File: src/fpat_div.sv
// ============================================================================
// fpat_div
// Pipelined restoring divider, one quotient bit per register stage.
// ============================================================================
`default_nettype none

module fpat_div #(
	parameter int DEN_W  = 32,
	parameter int QB     = 31,
	parameter int SIDE_W = 1
) (
	input  logic              clk,
	input  logic              arst_n,
	input  logic              in_valid,
	input  logic [DEN_W-1:0]  in_rem,
	input  logic [QB-1:0]     in_low,
	input  logic [DEN_W-1:0]  in_den,
	input  logic [SIDE_W-1:0] in_side,
	output logic              out_valid,
	output logic [QB-1:0]     out_quo,
	output logic [SIDE_W-1:0] out_side
);

	logic [QB-1:0]     vld_s;
	logic [DEN_W-1:0]  rem_s  [QB];
	logic [QB-1:0]     lq_s   [QB];
	logic [DEN_W-1:0]  den_s  [QB];
	logic [SIDE_W-1:0] side_s [QB];

	// Valid bits travel alongside the data.
	always_ff @(posedge clk or negedge arst_n) begin
		if (!arst_n) begin
			vld_s <= '0;
		end else begin
			vld_s <= {vld_s[QB-2:0], in_valid};
		end
	end

	// Each stage brings in one dividend bit and decides one quotient bit.
	for (genvar k = 0; k < QB; k++) begin : g_step
		logic [DEN_W-1:0]  src_rem;
		logic [QB-1:0]     src_lq;
		logic [DEN_W-1:0]  src_den;
		logic [SIDE_W-1:0] src_side;
		logic [DEN_W:0]    shf;
		logic [DEN_W:0]    dif;
		logic              take;

		if (k == 0) begin : g_first
			assign src_rem  = in_rem;
			assign src_lq   = in_low;
			assign src_den  = in_den;
			assign src_side = in_side;
		end else begin : g_next
			assign src_rem  = rem_s[k-1];
			assign src_lq   = lq_s[k-1];
			assign src_den  = den_s[k-1];
			assign src_side = side_s[k-1];
		end

		always_comb begin
			shf  = {src_rem, src_lq[QB-1]};
			dif  = shf - {1'b0, src_den};
			take = (shf >= {1'b0, src_den});
		end

		always_ff @(posedge clk) begin
			rem_s[k]  <= take ? dif[DEN_W-1:0] : shf[DEN_W-1:0];
			lq_s[k]   <= {src_lq[QB-2:0], take};
			den_s[k]  <= src_den;
			side_s[k] <= src_side;
		end
	end

	assign out_valid = vld_s[QB-1];
	assign out_quo   = lq_s[QB-1];
	assign out_side  = side_s[QB-1];

endmodule

`default_nettype wire

File: config.mk
export PLATFORM = sky130hd
export DESIGN_NAME = fpat_div
export DESIGN_NICKNAME = d
export VERILOG_FILES = /design/src/fpat_div.sv
export SDC_FILE = /design/constraint.sdc
export NUM_CORES = 2
export LEC_CHECK = 0
export ABC_AREA = 0
export BUFFER_PORTS_ARGS = -buffer_cell sky130_fd_sc_hd__clkbuf_2
export CORE_AREA = 2 2 613 371
export DETAILED_ROUTE_END_ITERATION = 10
export DIE_AREA = 0 0 615 373
export PLACE_DENSITY = 0.72
export SLEW_MARGIN = 20
export SYNTH_ARGS = -nofsm -noshare
export SYNTH_HDL_FRONTEND = slang
export SYNTH_SLANG_ARGS = --single-unit
File: constraint.sdc
create_clock -name clk -period 10.13 [get_ports clk]
set_clock_uncertainty 0.2 [all_clocks]
set_input_delay 1.5195 -clock clk [delete_from_list [all_inputs] [get_ports clk]]
set_output_delay 1.5195 -clock clk [all_outputs]
set_load 0.005 [all_outputs]
==> metrics.txt <==
outcome finished clean; DP Area 0.126 mm2; critical path type reg2reg; total CTS buffers 275; CTS Buffer Depth 4; Synth Register Bits slightly below 3000; Post-DRT Antenna Nets 0; top post-synthesis cells by area dfxtp_1, ha_1, mux2_2, inv_1, a21oi_1; HPWL Detailed 249 mm; number of remaining DRC errors 0; worst-margin pin slew 1.11 ns; Crit path largest cell delay 0.51 ns; most frequent cells after synthesis dfxtp_1, inv_1, ha_1, a21oi_1, o21ai_0; post-synth top area cell dfxtp_1; max_slew headroom 23.8%; WP data arrival 5.20 ns; die height 373 um; Cells after Synth 12400; total track usage 27.0%; DR WL met2 111 mm; first-pass GRT wire length slightly below 500 mm; register area share after synthesis slightly below 50%; crit share post-route 46.2%; FFs w/ async S/R, synth under 10%; Required @ worst endpoint 10.64 ns; synthesis warning total 0; H-tree levels 5; clk_lat worst skew 0.85 ns; maximum clock frequency 0.214 GHz; fin crit period 4.68 ns; wire length on met1 around 170 mm; port bufs 131; Cell Count Post-Placement 15300; hold_buf cts 0; First-pass DRT Iterations 6; Mapped Area 0.123 mm2; Slew Limit Fails 0; share of cells above drive strength 1 under 10%; Clock Sinks 2943; Final Wtd Congestion 0.965; initial antenna violation count 32; vias 88800; Root Driver clkbuf_16; TNS Setup 0 ns; slowest stage cell, crit path dfxtp_1; Routed WL ~320 mm; die footprint 0.229 mm2; max-cap viol count 0; I/O pin cnt ~130; Initial Util a little over half; Synth cell types 94; number of nets in the layout 13600; WL met3 30.3 mm; dominant synthesized flop cell dfxtp_1; peak supply drop between 0.2 and 0.25 mV; Final Cell Area 0.136 mm2; top-count cell post-synth dfxtp_1; Top Family by Delay on Critical Path compound AO/OA/AOI/OAI gates; PwrDens 388 mW/mm2; RSZ-0062 raised after global routing false; per-cell routed wire length just over 20 um; Util after Layout 60.5%; P&R area growth vs syn 10.5%; die width 615 um; syn_nets roughly 14000; row count 135; CP cell instances inv_1, ha_1, nor2b_1, o31ai_1, a21o_1, a21oi_1, nand2b_1, o31a_1, a221o_1, a31oi_1, o211a_1, buf_4, mux2_2; final hold violation count 0; Post-Syn Area per Cell 9.91 um2; Buf/Inv on CP 2; DR vias/cell 5.64; Iter 0 DRT Violations approximately 9100; Core ar. 0.224 mm2; GRT overflow 0; Final setup viols 0; vias in the first global route 82800; # resized after CTS 0; post-CTS setup buffer count 0; Hold Crit Class reg2reg; Worst Path Max Fanout 25; static leakage 62.7 nW; Clk pin slew, worst setup/hold paths 0.08 ns; Post-synth EDFFs 0; largest net degree at the start of global routing 65; Non-Filler Instances between 15000 and 20000; startpoint types flip-flop; top-area cell type share of the netlist area 47.5%; Worst setup EP type flip-flop; uppermost routed layer met5; CTS tree done
-- layout make-up --
class                           count  area [um2]
Fill cell                       18700       88600
Sequential cell                  2943       59100
Multi-Input combinational cell   7897       57900
Clock buffer                      365        7770
Inverter                         1234        4630
Tap cell                         3014        3770
Clock inverter                    115        1440
Timing Repair Buffer              166         942
Antenna cell                        8        20.0
-- through the flow --
| stage | power (mW) | hold WS (ns) | setup WS, ns |
|---|---|---|---|
| after floorplan | 34.9 | 0.110 | 5.81 |
| after global placement | 41.0 | 0.110 | 4.94 |
| after detailed placement | 41.4 | 0.112 | 5.02 |
| after CTS | 52.2 | 0.0714 | 5.54 |
| after global routing | 55.9 | 0.0910 | 5.32 |
| final | 52.7 | 0.0691 | 5.45 |
-- logic make-up (layout without fill, tap and decap cells) --
logic type / count (synthesis) / count (layout) / synth area share (%)
adder cells (fa/ha/maj): 1022 / 1022 / 10.6
flip-flops: 2943 / 2943 / 48.1
XOR/XNOR: 814 / 814 / 5.81
buffers and inverters: 1547 / 1880 / 4.81
AO/OA/AOI/OAI: 3098 / 3098 / 16.1
other: 0 / 8 / 0
AND/OR/NAND/NOR: 2396 / 2396 / 9.42
multiplexers: 567 / 567 / 5.16
-- routing by layer --
layer / track usage, % / up-vias
met3: 5.78 / 436
met4: 5.21 / 8
met1: 46.0 / 41700
met2: 33.1 / 3513
li1: - / 43200
met5: 0 / -
-- final timing paths --
check / startpoint / endpoint / slack, ns / cells past startpoint
min in group asynchronous: arst_n / vld_s[23] / 0.51 / 1
max reg2reg: den_s[16][1] / rem_s[1][53] / 5.45 / 13
min reg2reg: lq_s[0][106] / lq_s[0][138] / 0.07 / 0
max: den_s[16][1] / rem_s[1][53] / 5.45 / 13
max in group asynchronous: arst_n / vld_s[7] / 8.77 / 1
min: lq_s[0][106] / lq_s[0][138] / 0.07 / 0
-- registers in the layout, indices dropped and copies added, names as in the netlist --
signal,cells
side_s,31
rem_s,960
den_s,960
lq_s,961
vld_s,31
-- power breakdown --
part | switching [mW] | internal, mW | leakage [nW] | total (mW)
sequential | 2.31 | 15.1 | 24.9 | 17.4
clock | 4.53 | 6.05 | 4.49 | 10.6
combinational | 13.9 | 10.8 | 33.3 | 24.7
-- worst reg2reg max path: cells and delay by family, from the launching register on --
| family | cells | cell delay, ns |
|---|---|---|
| mux | 1 | 0.44 |
| fa+ha+maj | 1 | 0.30 |
| simple gates | 2 | 0.35 |
| compound gates | 7 | 2.24 |
| buf+inv | 2 | 0.51 |
| flops | 1 | 0.51 |
-- cells in the final DEF (no fill, tap or decap), types with 500 or more instances in the layout --
cell type,count
nand2_1,659
mux2_2,500
a21oi_1,917
inv_1,1234
o21ai_0,672
dfxtp_1,2912
nor2_1,618
a21o_1,570
ha_1,992
xnor2_1,504
Note: power is estimated with default switching activity, not from simulation.
