## src/fpat_sqrt.sv

```systemverilog
// ============================================================================
// fpat_sqrt
// Pipelined integer square root, one root bit per register stage.
// ============================================================================
`default_nettype none

module fpat_sqrt #(
	parameter int RW     = 31,
	parameter int SIDE_W = 1
) (
	input  logic              clk,
	input  logic              arst_n,
	input  logic              in_valid,
	input  logic [2*RW-1:0]   in_rad,
	input  logic [SIDE_W-1:0] in_side,
	output logic              out_valid,
	output logic [RW-1:0]     out_root,
	output logic [SIDE_W-1:0] out_side
);

	logic [RW-1:0]     vld_s;
	logic [RW+1:0]     rem_s  [RW];
	logic [RW-1:0]     root_s [RW];
	logic [2*RW-1:0]   rad_s  [RW];
	logic [SIDE_W-1:0] side_s [RW];

	// Valid bits travel alongside the data.
	always_ff @(posedge clk or negedge arst_n) begin
		if (!arst_n) begin
			vld_s <= '0;
		end else begin
			vld_s <= {vld_s[RW-2:0], in_valid};
		end
	end

	// Each stage takes two radicand bits and settles one root bit.
	for (genvar k = 0; k < RW; k++) begin : g_step
		logic [RW+1:0]     src_rem;
		logic [RW-1:0]     src_root;
		logic [2*RW-1:0]   src_rad;
		logic [SIDE_W-1:0] src_side;
		logic [RW+3:0]     shf;
		logic [RW+3:0]     trial;
		logic [RW+3:0]     dif;
		logic              take;

		if (k == 0) begin : g_first
			assign src_rem  = '0;
			assign src_root = '0;
			assign src_rad  = in_rad;
			assign src_side = in_side;
		end else begin : g_next
			assign src_rem  = rem_s[k-1];
			assign src_root = root_s[k-1];
			assign src_rad  = rad_s[k-1];
			assign src_side = side_s[k-1];
		end

		always_comb begin
			shf   = {src_rem, src_rad[2*RW-1 -: 2]};
			trial = {2'b00, src_root, 2'b01};
			dif   = shf - trial;
			take  = (shf >= trial);
		end

		always_ff @(posedge clk) begin
			rem_s[k]  <= take ? dif[RW+1:0] : shf[RW+1:0];
			root_s[k] <= {src_root[RW-2:0], take};
			rad_s[k]  <= {src_rad[2*RW-3:0], 2'b00};
			side_s[k] <= src_side;
		end
	end

	assign out_valid = vld_s[RW-1];
	assign out_root  = root_s[RW-1];
	assign out_side  = side_s[RW-1];

endmodule

`default_nettype wire

```

## config.mk

```make
export PLATFORM = sky130hd
export DESIGN_NAME = fpat_sqrt
export DESIGN_NICKNAME = d
export VERILOG_FILES = /design/src/fpat_sqrt.sv
export SDC_FILE = /design/constraint.sdc
export NUM_CORES = 2
export LEC_CHECK = 0
export BUFFER_PORTS_ARGS = -buffer_cell sky130_fd_sc_hd__buf_2
export CORE_MARGIN = 2
export CORE_UTILIZATION = 45
export CTS_CLUSTER_DIAMETER = 80
export DETAILED_ROUTE_END_ITERATION = 12
export PLACE_DENSITY = 0.69
export SLEW_MARGIN = 40
export SYNTH_ARGS = -nofsm -noshare
export SYNTH_HDL_FRONTEND = slang
export SYNTH_SLANG_ARGS = --single-unit
```

## constraint.sdc

```tcl
create_clock -name clk -period 3.5 [get_ports clk]
set_input_delay 0.175 -clock clk [delete_from_list [all_inputs] [get_ports clk]]
set_output_delay 0.175 -clock clk [all_outputs]
set_load 0.01 [all_outputs]
```

==> results.rst <==
.. list-table::
   :header-rows: 1

   * - Metric
     - Value
   * - Worst Path Max Fanout
     - 29
   * - Final Net Count
     - 9,757
   * - Detailed router's first-iteration violation count
     - 3,977
   * - Via Count
     - 61,633
   * - Type of the tightest min-delay check
     - reg -> reg
   * - Seq cells post-synth
     - 2,430
   * - Aggregate global-route resource usage
     - 18.8%
   * - Transition time of the tightest slew-check pin
     - 774 ps
   * - Drt first pass iters
     - 9
   * - Worst-case hold slack
     - 282 ps
   * - Fmax
     - 302 MHz
   * - Initial cell density of the core
     - 45.2%
   * - Multi-input gate area
     - 0.0371 sq mm
   * - Sequence of cells on the critical path
     - inv_1 -> ha_1 -> o21a_1 -> o21a_1 -> or2_2 -> a2111o_1 -> a41oi_1 -> o21ai_1 -> a211oi_4 -> buf_12 -> buf_12 -> o21ai_0
   * - Total overflow reported by the global router
     - 0
   * - Static leakage power
     - 48.2 nW
   * - Setup repair after global routing missed its margin
     - true
   * - Relative contribution of the clock network to total power
     - 36.5%
   * - Dpl cells
     - 11,426
   * - Final setup TNS
     - 0 ps
   * - MaxCap Viol Count
     - 0
   * - Power density over the cells
     - 726 mW/mm^2
   * - Std-Cell Rows
     - 163
   * - Largest incremental delay on the critical path
     - 410 ps
   * - Worst-Skew Late Latency
     - 920 ps
   * - Syn_area_per_cell
     - 10.2 sq um
   * - Final routed wirelength across all metal layers
     - 193 mm
   * - Switching power total
     - 0.0211 W
   * - Library cell with the highest instance count after synthesis
     - sky130_fd_sc_hd__dfxtp_1
   * - Area occupied by registers
     - 0.0488 sq mm
   * - Clock Path Buffers
     - 3
   * - Port buffer count
     - 98
   * - Area added between synthesis and finish
     - 16.1%
   * - Register share of total power
     - 47.6%
   * - Post-synth EDFFs
     - 0
   * - Die width
     - 449 um
   * - Clock slew at the register clock pins of the worst setup and hold paths
     - 60 ps
   * - Die Footprint
     - 0.201 sq mm
   * - Number of warnings reported in the yosys synthesis log
     - 0
   * - Post-synthesis instance area
     - 0.0889 sq mm
   * - Count of different cell masters after synthesis
     - 102
   * - Total cell area at the placement stage
     - 0.0930 sq mm
   * - Yosys top cell area share
     - 54.0%
   * - Result of the run
     - finished clean
   * - Vertical die dimension
     - 449 um
   * - Top cells by area, synth
     - sky130_fd_sc_hd__dfxtp_1 (54%), sky130_fd_sc_hd__ha_1 (7.4%), sky130_fd_sc_hd__xor2_1 (3.9%)
   * - RePlAce Congestion
     - 0.919
   * - Final Hold Fails
     - 0
   * - HPWL after DPL
     - 145 mm
   * - Time the worst path needs with I/O delays and setup
     - 3310 ps
   * - Number of DRC violations after detailed routing
     - 0
   * - Proportion of layout cells with a drive suffix above 1
     - 8.65%
   * - Ys async rst share
     - 1.28%
   * - Clk root buf
     - sky130_fd_sc_hd__clkbuf_16
   * - Maximum vdd drop
     - 0.632 mV
   * - Req. time, crit path
     - 4250 ps
   * - Final design instance area without fill
     - 0.103 sq mm
   * - Leading register cell type out of synthesis
     - sky130_fd_sc_hd__dfxtp_1
   * - DRT antenna net count
     - 0
   * - Number of instances in the synthesized netlist
     - 8,763
   * - Clock tree sinks
     - 2,430
   * - Total of fill cells in the finished design
     - 17,254
   * - Fraction of the cycle the final worst path needs
     - 94.5%
   * - Global-route wire length before repair
     - 313 mm
   * - Slew Limit Fails
     - 0
   * - Vias in the first global route
     - 60,811
   * - Data arrival time of the critical path
     - 4060 ps
   * - Category of the worst setup path capture point
     - flop
   * - Normalized max-slew margin
     - 47.9%
   * - Post-Route Skew
     - 54.9 ps
   * - TritonCTS clock tree
     - built
   * - Worst-case setup margin in the final layout
     - 191 ps
   * - Vias per std cell
     - 5.13
   * - Critical path's slowest cell
     - sky130_fd_sc_hd__a2111o_1
   * - Initial antenna violation count
     - 6
   * - Most used standard cells in the synthesized netlist
     - sky130_fd_sc_hd__dfxtp_1 (2,399), sky130_fd_sc_hd__inv_1 (659), sky130_fd_sc_hd__nand2_1 (619), sky130_fd_sc_hd__nor2_1 (560), sky130_fd_sc_hd__ha_1 (528)
   * - CTS HTree Levels
     - 4
   * - Switching fraction of total power
     - 28.1%
   * - Post-synth net total
     - 9,357
   * - Post-Place Setup Slack
     - -143 ps
   * - TritonCTS Buffers
     - 238
   * - Maximum number of pins on one net before global-route repair
     - 53
   * - Worst Setup Path Type
     - reg -> reg
   * - Core region area
     - 0.197 sq mm
   * - Mean routed wirelength per cell
     - 16.1 um
   * - Internal power consumption
     - 0.0539 W
   * - Final Setup Violations
     - 0
   * - Post-Layout Cell Count
     - 12,015
   * - Critical Path Start Type
     - flop
   * - Combinational cell fraction of total power
     - 15.9%
   * - Cell taking the most area after synthesis
     - sky130_fd_sc_hd__dfxtp_1
   * - Proportion of synthesized chip area in sequential cells
     - 54.9%
   * - Count of pins on the block boundary
     - 99
==> logic make-up after synthesis <==
kind of cell / count (synthesis) / share of synthesized area, %
fa+ha+maj: 528 / 7.43
mux: 91 / 1.12
buf+inv: 849 / 3.64
xor+xnor: 761 / 7.49
other cells: 1 / 0.00422
flops: 2430 / 54.9
compound gates: 1754 / 12.3
simple gates: 2349 / 13.2
==> path summary, 6_finish.rpt <==
path / slack, ps / startpoint / cells past startpoint / end
min in group asynchronous: 290 / arst_n / 4 / vld_s[2]
max in group asynchronous: 3040 / arst_n / 4 / vld_s[12]
worst min-delay path: 280 / rad_s[2][47] / 0 / rad_s[3][49]
worst min register to register: 280 / rad_s[2][47] / 0 / rad_s[3][49]
worst max register to register: 190 / root_s[1][186] / 12 / rem_s[1][243]
worst max-delay path: 190 / root_s[1][186] / 12 / rem_s[1][243]
==> layout by cell type, fill, tap and decap left out, types with 34 or more instances in the layout <==
cell type and instances:
sky130_fd_sc_hd__bufinv_16 34, sky130_fd_sc_hd__o21ai_0 455, sky130_fd_sc_hd__a21o_1 241, sky130_fd_sc_hd__or4_1 55
sky130_fd_sc_hd__buf_4 102, sky130_fd_sc_hd__a211oi_1 35, sky130_fd_sc_hd__nor3_1 217, sky130_fd_sc_hd__ha_1 528
sky130_fd_sc_hd__and2_1 34, sky130_fd_sc_hd__buf_2 99, sky130_fd_sc_hd__o21a_1 102, sky130_fd_sc_hd__nand3_1 147
sky130_fd_sc_hd__nor2_1 560, sky130_fd_sc_hd__and3_1 50, sky130_fd_sc_hd__mux2_2 70, sky130_fd_sc_hd__clkbuf_8 60
sky130_fd_sc_hd__or2_2 44, sky130_fd_sc_hd__nand2b_1 103, sky130_fd_sc_hd__inv_1 659, sky130_fd_sc_hd__dfxtp_1 2399
sky130_fd_sc_hd__a31oi_1 51, sky130_fd_sc_hd__xnor2_1 361, sky130_fd_sc_hd__nand4_1 89, sky130_fd_sc_hd__nor2b_1 75
sky130_fd_sc_hd__xor2_1 400, sky130_fd_sc_hd__o211ai_1 37, sky130_fd_sc_hd__a21oi_1 515, sky130_fd_sc_hd__o31ai_1 60
sky130_fd_sc_hd__clkbuf_1 37, sky130_fd_sc_hd__dlygate4sd3_1 131, sky130_fd_sc_hd__or3_1 101, sky130_fd_sc_hd__o21bai_1 35
sky130_fd_sc_hd__nor4_1 123, sky130_fd_sc_hd__nand2_1 619, sky130_fd_sc_hd__clkbuf_16 238
==> registers in the layout, summed over array words and instances (netlist names) <==
register  flops
side_s       31
root_s      496
vld_s        31
rad_s       930
rem_s       942
==> worst max-delay path, delay by kind of cell (launching register included) <==
kind,cells,cell delay (ps)
compound gates,7,1760
fa+ha+maj,1,330
buf+inv,3,440
flops,1,330
simple gates,1,300
==> area by class of cell <==
class / instances / share of cell area (%)
diodes: 4 / 0.00970
clock buffers: 335 / 6.70
clock inverters: 113 / 1.81
inverters: 668 / 2.43
multi-input cells: 5484 / 35.9
flip-flops and latches: 2430 / 47.3
well taps: 2640 / 3.20
repair buffers: 341 / 2.67
==> power by group through the flow <==
stage	sequential (W)	clock, W	combinational [W]
CTS	0.0357	0.0281	0.0119
finish	0.0357	0.0274	0.0119
floorplan	0.0348	0	0.00918
global route	0.0362	0.0293	0.0134
detailed placement	0.0363	0	0.0117
global placement	0.0362	0	0.0114
==> timing repair <==
| item | 4_1_cts | 5_1_grt |
|---|---|---|
| pin swaps | 0 | 1 |
| hold buffers | 132 | 0 |
| buffers inserted | 0 | 4 |
| endpoints found under the setup margin | 4 | 63 |
| cloned | 0 | 0 |
| hold endpoints to repair | 96 | 0 |
| gates resized for setup | 1 | 25 |
==> layer usage <==
metal  GRT usage [%]  share of wire, %  vias up
li1                -                 -    30852
met1            24.2                45    28939
met2            31.7                47     1433
met3            3.09               4.8      409
met4            7.11               3.3        0
met5               0                 0        -
==> through the flow <==
| stage | total power, W | util (%) |
|---|---|---|
| global route | 0.0789 | 52.4 |
| detailed placement | 0.0479 | 47.2 |
| finish | 0.0750 | 52.5 |
| floorplan | 0.0440 | - |
| CTS | 0.0757 | 52.4 |
| global placement | 0.0477 | 47.2 |
(Power assumes the default switching activity.)
